File: src/sv/srfq_pkg.sv
// ---------------------------------------------------------------------------
// srfq_pkg : sensor range fault qualifier package
// Widths, register map, reset values and qualifier types.
// ---------------------------------------------------------------------------
package srfq_pkg;

	localparam int SampleW  = 12;
	localparam int CountW   = 3;
	localparam int ChanW    = 2;
	localparam int NumChan  = 3;
	localparam int TdataW   = 16;
	localparam int PaddrW   = 5;
	localparam int PdataW   = 32;
	localparam int QuoW     = 7;   // percent result fits below 128
	localparam int NumW     = 19;  // 4095 * 100 fits in 19 bits

	localparam logic [SampleW-1:0] MoistLowRst  = 12'd1000;
	localparam logic [SampleW-1:0] MoistHighRst = 12'd3500;
	localparam logic [SampleW-1:0] LevelLowRst  = 12'd0;
	localparam logic [SampleW-1:0] LevelHighRst = 12'd2300;
	localparam logic [CountW-1:0]  RecheckRst   = 3'd5;
	localparam logic [6:0]         PercentScale = 7'd100;

	localparam logic [2:0] REG_MOIST_LOW  = 3'd0;
	localparam logic [2:0] REG_MOIST_HIGH = 3'd1;
	localparam logic [2:0] REG_LEVEL_LOW  = 3'd2;
	localparam logic [2:0] REG_LEVEL_HIGH = 3'd3;
	localparam logic [2:0] REG_RECHECK    = 3'd4;

	localparam logic [ChanW-1:0] CH_MOIST  = 2'd0;
	localparam logic [ChanW-1:0] CH_UNUSED = 2'd3;

	typedef enum logic [1:0] {
		MODE_NORMAL   = 2'd0,
		MODE_REVISION = 2'd1,
		MODE_FAULT    = 2'd2
	} mode_t;

	typedef struct packed {
		logic [1:0]        mode;
		logic [CountW-1:0] cnt;
	} entry_t;

	typedef enum logic [4:0] {
		ST_IDLE = 5'b00001,
		ST_READ = 5'b00010,
		ST_EVAL = 5'b00100,
		ST_DIV  = 5'b01000,
		ST_DONE = 5'b10000
	} state_t;

endpackage

File: src/sv/sensor_range_fault_qualifier.sv
// Sequence: accept, one memory read, one evaluate step, then for a reported moisture
// item seven divider steps for the percent, then the load of the result register.
// Flow: one item in flight; no new item is taken until its result is loaded past any output stall.
// Reset: registers at defaults; all channels normal with countdown zero via
// per-entry valid bits, so the state memory needs no clearing pass.
// ---------------------------------------------------------------------------
// sensor_range_fault_qualifier : range/fault qualifier for three ADC channels
// Per-channel mode and countdown kept in a small synchronous memory,
// read-modify-write per item, percent scaling by a shift-subtract divider.
// ---------------------------------------------------------------------------
module sensor_range_fault_qualifier
	import srfq_pkg::*;
(
	input  logic              clk,
	input  logic              arst_n,
	// APB configuration
	input  logic              psel,
	input  logic              penable,
	input  logic              pwrite,
	input  logic [PaddrW-1:0] paddr,
	input  logic [PdataW-1:0] pwdata,
	output logic [PdataW-1:0] prdata,
	output logic              pready,
	// input stream
	input  logic              s_axis_tvalid,
	output logic              s_axis_tready,
	input  logic [TdataW-1:0] s_axis_tdata,  // [11:0] sample, [15:12] zero
	input  logic [ChanW-1:0]  s_axis_tuser,  // [1:0] channel
	// result stream
	output logic              m_axis_tvalid,
	input  logic              m_axis_tready,
	output logic [TdataW-1:0] m_axis_tdata,  // [0] report, [12:1] value, [14:13] health, [15] 0
	output logic [ChanW-1:0]  m_axis_tuser   // [1:0] channel_out
);

	// configuration registers
	logic [SampleW-1:0] moist_low_q, moist_high_q, level_low_q, level_high_q;
	logic [CountW-1:0]  recheck_q;

	logic cfg_wr;
	assign cfg_wr = psel && penable && pwrite;
	assign pready = 1'b1;

	always_ff @(posedge clk or negedge arst_n) begin
		if (!arst_n) begin
			moist_low_q  <= MoistLowRst;
			moist_high_q <= MoistHighRst;
			level_low_q  <= LevelLowRst;
			level_high_q <= LevelHighRst;
			recheck_q    <= RecheckRst;
		end else if (cfg_wr) begin
			unique case (paddr[4:2])
				REG_MOIST_LOW:  moist_low_q  <= pwdata[SampleW-1:0];
				REG_MOIST_HIGH: moist_high_q <= pwdata[SampleW-1:0];
				REG_LEVEL_LOW:  level_low_q  <= pwdata[SampleW-1:0];
				REG_LEVEL_HIGH: level_high_q <= pwdata[SampleW-1:0];
				REG_RECHECK:    recheck_q    <= pwdata[CountW-1:0];
				default: ;
			endcase
		end
	end

	always_comb begin
		unique case (paddr[4:2])
			REG_MOIST_LOW:  prdata = PdataW'(moist_low_q);
			REG_MOIST_HIGH: prdata = PdataW'(moist_high_q);
			REG_LEVEL_LOW:  prdata = PdataW'(level_low_q);
			REG_LEVEL_HIGH: prdata = PdataW'(level_high_q);
			REG_RECHECK:    prdata = PdataW'(recheck_q);
			default:        prdata = '0;
		endcase
	end

	// control and item registers
	state_t             state_q;
	logic [ChanW-1:0]   ch_q;
	logic [SampleW-1:0] smp_q;

	// state memory and valid bits
	entry_t             mem [NumChan];
	logic [NumChan-1:0] vld_q;
	entry_t             ent_q;
	logic               ent_vld_q;
	logic               mem_we;
	entry_t             ent_new;

	// divider
	logic [NumW-1:0]    rem_q;
	logic [SampleW-1:0] span_q;
	logic [2:0]         step_q;
	logic [QuoW-1:0]    quo_q;
	logic [NumW-1:0]    dvs;

	// pending result
	logic               res_rep_q;
	logic [SampleW-1:0] res_val_q;
	logic [1:0]         res_hlth_q;

	// output register
	logic               out_vld_q;
	logic [TdataW-1:0]  out_data_q;
	logic [ChanW-1:0]   out_user_q;
	logic               out_load;

	assign s_axis_tready = (state_q == ST_IDLE);
	assign m_axis_tvalid = out_vld_q;
	assign m_axis_tdata  = out_data_q;
	assign m_axis_tuser  = out_user_q;
	assign out_load      = (state_q == ST_DONE) && (!out_vld_q || m_axis_tready);

	// evaluate step
	logic [SampleW-1:0] lo, hi, span, diff;
	logic               in_rng;
	entry_t             cur;
	logic               rep;

	always_comb begin
		lo     = (ch_q == CH_MOIST) ? moist_low_q  : level_low_q;
		hi     = (ch_q == CH_MOIST) ? moist_high_q : level_high_q;
		in_rng = (smp_q >= lo) && (smp_q <= hi);
		span   = moist_high_q - moist_low_q;
		diff   = moist_high_q - smp_q;
		cur    = ent_vld_q ? ent_q : entry_t'('0);
		ent_new = cur;
		rep    = 1'b0;
		unique case (cur.mode)
			MODE_NORMAL: begin
				if (in_rng) begin
					rep = 1'b1;
				end else begin
					ent_new.mode = MODE_REVISION;
					ent_new.cnt  = recheck_q;
				end
			end
			MODE_REVISION: begin
				if (cur.cnt != '0) begin
					ent_new.cnt = cur.cnt - 1'b1;
				end else if (in_rng) begin
					ent_new.mode = MODE_NORMAL;
				end else begin
					ent_new.mode = MODE_FAULT;
				end
			end
			MODE_FAULT: begin
				if (in_rng) begin
					ent_new.mode = MODE_REVISION;
					ent_new.cnt  = recheck_q;
				end
			end
			default: begin
				ent_new.mode = MODE_NORMAL;
				ent_new.cnt  = '0;
			end
		endcase
		mem_we = (state_q == ST_EVAL) && (ch_q != CH_UNUSED);
	end

	assign dvs = NumW'(span_q) << step_q;

	// memory: read in READ, written back in EVAL; one item in flight, no overlap
	always_ff @(posedge clk) begin
		if (state_q == ST_READ && ch_q != CH_UNUSED) begin
			ent_q <= mem[ch_q];
		end
		if (mem_we) begin
			mem[ch_q] <= ent_new;
		end
	end

	always_ff @(posedge clk or negedge arst_n) begin
		if (!arst_n) begin
			vld_q     <= '0;
			ent_vld_q <= 1'b0;
		end else begin
			if (state_q == ST_READ) begin
				ent_vld_q <= (ch_q != CH_UNUSED) && vld_q[ch_q];
			end
			if (mem_we) begin
				vld_q[ch_q] <= 1'b1;
			end
		end
	end

	// sequencer
	always_ff @(posedge clk or negedge arst_n) begin
		if (!arst_n) begin
			state_q <= ST_IDLE;
		end else begin
			unique case (state_q)
				ST_IDLE: if (s_axis_tvalid) state_q <= ST_READ;
				ST_READ: state_q <= ST_EVAL;
				ST_EVAL: begin
					if (ch_q == CH_MOIST && rep && span != '0) state_q <= ST_DIV;
					else state_q <= ST_DONE;
				end
				ST_DIV:  if (step_q == '0) state_q <= ST_DONE;
				ST_DONE: if (out_load) state_q <= ST_IDLE;
				default: state_q <= ST_IDLE;
			endcase
		end
	end

	// item, divider and result payload
	always_ff @(posedge clk) begin
		if (state_q == ST_IDLE && s_axis_tvalid) begin
			ch_q  <= s_axis_tuser;
			smp_q <= s_axis_tdata[SampleW-1:0];
		end
		if (state_q == ST_EVAL) begin
			res_rep_q  <= rep && (ch_q != CH_UNUSED);
			res_hlth_q <= (ch_q == CH_UNUSED) ? MODE_NORMAL : ent_new.mode;
			// tanks report raw; zero moisture span reports 0
			res_val_q  <= (rep && ch_q != CH_UNUSED && ch_q != CH_MOIST) ? smp_q : '0;
			rem_q      <= NumW'(diff) * NumW'(PercentScale);
			span_q     <= span;
			step_q     <= 3'(QuoW - 1);
			quo_q      <= '0;
		end
		if (state_q == ST_DIV) begin
			if (rem_q >= dvs) begin
				rem_q         <= rem_q - dvs;
				quo_q[step_q] <= 1'b1;
			end
			step_q <= step_q - 1'b1;
		end
		if (state_q == ST_DIV && step_q == '0) begin
			res_val_q <= SampleW'({quo_q[QuoW-1:1], rem_q >= dvs});
		end
		if (out_load) begin
			out_data_q <= {1'b0, res_hlth_q, res_val_q, res_rep_q};
			out_user_q <= ch_q;
		end
	end

	always_ff @(posedge clk or negedge arst_n) begin
		if (!arst_n) begin
			out_vld_q <= 1'b0;
		end else if (out_load) begin
			out_vld_q <= 1'b1;
		end else if (m_axis_tready) begin
			out_vld_q <= 1'b0;
		end
	end

endmodule

File: config.mk
export PLATFORM = sky130hd
export DESIGN_NAME = sensor_range_fault_qualifier
export DESIGN_NICKNAME = d
export VERILOG_FILES = /design/src/sv/srfq_pkg.sv /design/src/sv/sensor_range_fault_qualifier.sv
export SDC_FILE = /design/constraint.sdc
export NUM_CORES = 1
export LEC_CHECK = 0
export ABC_AREA = 1
export ABC_CLOCK_PERIOD_IN_PS = 5900
export BUFFER_PORTS_ARGS = -buffer_cell sky130_fd_sc_hd__clkbuf_2
export CORE_MARGIN = 3
export CORE_UTILIZATION = 30
export CTS_CLUSTER_DIAMETER = 30
export DETAILED_ROUTE_END_ITERATION = 10
export PLACE_DENSITY = 0.51
export RECOVER_POWER = 25
export SLEW_MARGIN = 20
export SYNTH_ARGS = -nofsm -noshare
export SYNTH_HDL_FRONTEND = slang
export SYNTH_SLANG_ARGS = --single-unit
export TNS_END_PERCENT = 30
File: constraint.sdc
create_clock -name clk -period 5.9 [get_ports clk]
set_input_delay 0.59 -clock clk [delete_from_list [all_inputs] [get_ports clk]]
set_output_delay 0.59 -clock clk [all_outputs]
set_load 0.005 [all_outputs]
==> results.cfg <==
[synthesis]
synth.top_cells.by_area = edfxtp_1 (19%), nand2_1 (15%), ha_1 (12%)
yosys-mux-area-fraction_pct = 1.02
synth-seq-area-share_pct = 37.8
syn-cell-area_mm2 = 0.0117
number_of_flops_mapped_to_enable_cells_by_yosys = 76
synth_compound_gate_area_share_pct = 10.7
ys_dominant_reg_cell = edfxtp_1
synthesis.instances = 1511
synthDominantCellAreaShare_pct = 19.5
postSynth.asyncResetShare_pct = 36.5
yosys_top_cell_by_area = edfxtp_1
synthSimpleGateAreaFrac_pct = 25.2
synth_xor_xnor_area_share_pct = 2.84
synth_cell_types = 55
yosysWarnings = 0
yosys_register_bits = 167
synth_top_family_by_area = simple AND/OR/NAND/NOR gates
syn_area_per_cell_um2 = 7.76
post_synth_fa_ha_maj_area_fraction_pct = 13.4

[finish]
area_growth_syn_to_layout_pct = 11.2
antenna_cells_inserted = 0
layout.nets = 1750
final.fill_count = 4027
regArea_mm2 = 0.00444
multi_input_area_mm2 = 0.00633
drive_gt1_share_pct = 10.4

[global_route]
globalRouteTotalUtil_pct = 14.9
initial_antenna_violation_count = 0
grt_pass1_vias = 9233
globalRouteOverflowTotal = 0
global_route_wire_length_before_repair_mm = 48.8
grt_max_degree = 62

[run]
drv_cap = 1

[clocking]
cts-htree-levels = 4
cts_root_buf = clkbuf_16
clock_sinks = 167
cts.repair_timing.setup_buffer_count = 0
clk_path_buf_depth = 2
cts_buffers = 17
cts_resized = 0
tritoncts = built
cts_hold_repair.buffers = 0
worstSkewPairLatency_ns = 0.44
clk_transition_reported_paths_ns = 0.07

[hold_path]
hold-path-endpoint = smp_q[7]
min_path_cells = 1
min_from = s_axis_tdata[7]
min-delay-path-class = in2reg

[power_and_ir_drop]
p_leak_nw = 6.21
power_density_mw_per_mm2 = 592
max-vdd-ir-drop_uv = 418

[drt]
drt-vias-per-instance = 4.66
drt_pre_antenna_iters = 5
first_iter_violations = 556
wl_per_cell_um = 14.6
wirelength_mm = 30.5
route.vias.total = 9740
antenna_violating_nets_post_route = 0
drt_drc_violations_left = 0

[critical_path]
worstPathRequired_ns = 6.24
regToRegSetupSlack_ns = 1.14
worstPathArrival_ns = 5.10
crit_fanout = 5
worstSetupStartpointType = flop
r2r_cells = 25
cp-end-kind = flop
critical_register_to_register_path_endpoint = rem_q[16]
worstSetupPathType = reg2reg
critical_path.reg2reg.startpoint = moist_high_q[0]

[floorplan]
core.rowCount = 71
coreArea_mm2 = 0.0381
chipHeight_um = 204
die_width_um = 204
fp.dieArea_mm2 = 0.0415
ios = 115
start_util_pct = 30.8

[timing]
period_needed_ns = 4.76
worst_setup_skew_after_layout_ns = 0.0131
timing_max_transition_violations_final = 62
fmax_ghz = 0.210
fin_crit_sh_pct = 80.7
grt_setup_unrepaired = false
final-hold-violation-count = 0
slew_headroom_pct = -137
tightestPinTransition_ns = 3.55
setup-tns-final_ns = 0
post-route-worst-setup-slack_ns = 1.14
setup_viol = 0

[placed_design]
number_of_buffer_cells_added_on_primary_ports = 66
detailedPlacementHpwl_mm = 24.0
gpl.final_weighted_congestion = 0.834
detailedPlace.worstSlack_ns = 1.16

[run_status]
violations = max-capacitance violations, max-slew violations
result_of_the_run = finished, violations left
where the power goes:
part / switching [W] / leakage (nW) / internal, W / total [W]
registers: 0.000187 / 1.67 / 0.00153 / 0.00171
clock network: 0.000502 / 0.253 / 0.000543 / 0.00105
logic: 0.00309 / 4.29 / 0.00187 / 0.00496
total: 0.00378 / 6.21 / 0.00393 / 0.00772
flip-flops by register name (all words and copies together) (netlist names), 5 cells and up:
| register | count |
|---|---|
| ent_q | 5 |
| level_high_q | 12 |
| level_low_q | 12 |
| m_axis_tdata | 15 |
| mem | 15 |
| moist_high_q | 12 |
| moist_low_q | 12 |
| quo_q | 6 |
| rem_q | 19 |
| res_val_q | 12 |
| smp_q | 12 |
| span_q | 12 |
| state_q | 5 |
metal layers:
| metal | GRT usage, % | vias to the layer above | wire [µm] |
|---|---|---|---|
| met5 | 0 | - | 0 |
| met2 | 23.4 | 159 | 13800 |
| met1 | 21.4 | 4523 | 15400 |
| met3 | 2.79 | 20 | 1070 |
| li1 | - | 5038 | - |
| met4 | 3.10 | 0 | 279 |
final cells by class:
cell class | count | share of cell area [%]
clock buffer | 19 | 3.32
clock inverter | 13 | 0.749
inverter | 190 | 5.47
multi-input combinational | 1117 | 48.5
sequential | 167 | 34.0
tap | 511 | 4.90
timing repair buffer | 75 | 2.97
worst max-delay path by stage:
| stage | start | endpoint | cells past startpoint |
|---|---|---|---|
| finish | moist_high_q[0] | rem_q[16] | 25 |
| CTS | moist_high_q[0] | rem_q[16] | 25 |
| floorplan | moist_high_q[0] | rem_q[16] | 25 |
| global route | moist_high_q[0] | rem_q[16] | 25 |
| detailed placement | moist_high_q[0] | rem_q[16] | 25 |
| global placement | moist_high_q[0] | rem_q[16] | 25 |
Yosys cell counts (24+ instances only):
library cell,count
inv_1,184
nand2_1,455
nor2_1,84
nand3_1,94
edfxtp_1,76
ha_1,111
nand4_1,27
dfrtp_1,38
o21ai_0,116
xnor2_1,24
buf_4,24
clkbuf_1,24
dfxtp_1,30
a21oi_1,61
cell families after synthesis:
family / after synthesis
DFF: 167
other: 2
and+or+nand+nor: 702
muxes: 12
xor gates and xnor gates: 38
AOI/OAI and AO/OA: 223
buffers and inverters: 247
adders and majority gates: 120
worst max-delay path: stages, from the launching register on:
cell and delay (ns):
dfrtp_1 0.40, inv_1 0.16, ha_1 0.24, inv_1 0.09
fa_1 0.45, nand3_1 0.10, nand2_1 0.11, a211oi_1 0.27
xor2_1 0.32, ha_1 0.29, ha_1 0.27, inv_1 0.05
fa_1 0.53, inv_1 0.04, ha_1 0.36, nand2_1 0.09
o21ai_0 0.22, inv_1 0.07, nand2_1 0.10, nand3_1 0.09
nand2_1 0.07, nand2_1 0.05, nand3_1 0.11, nand2_1 0.06
nand2_1 0.05, nand2_1 0.05
cell usage in the layout, fill, tap and decap left out, drive strengths merged, types with 2 or more instances in the layout:
master / instances
ha: 111
or2: 7
a21oi: 61
dfrtp: 38
dfstp: 23
buf: 8
fa: 9
a21o: 4
mux2i: 12
inv: 194
nor2: 85
nand2: 464
edfxtp: 76
a31oi: 2
o21ai: 134
dfxtp: 30
o21bai: 3
nand4: 28
xnor2: 24
o21a: 3
a221oi: 2
nor4: 2
xor2: 14
conb: 22
and2: 2
clkbuf: 86
clkinv: 6
o22ai: 2
nor3: 12
nand3: 96
clkinvlp: 3
a21boi: 3
nand3b: 3
o31ai: 3
a211oi: 2
through the flow:
stage          instance area, µm²  hold WS, ns  instances  total power [W]  util, %
3_3_place_gp                12500        0.407       2060          0.00667     32.8
2_1_floorplan               11800        0.294       1531          0.00556        -
5_1_grt                     13000        0.307       2092          0.00868     34.2
3_5_place_dp                12500        0.405       2060          0.00668     32.8
6_report                    13000        0.326       2092          0.00772     34.2
4_1_cts                     13000        0.307       2092          0.00779     34.2
No activity file was read; power rests on OpenSTA's default activity.
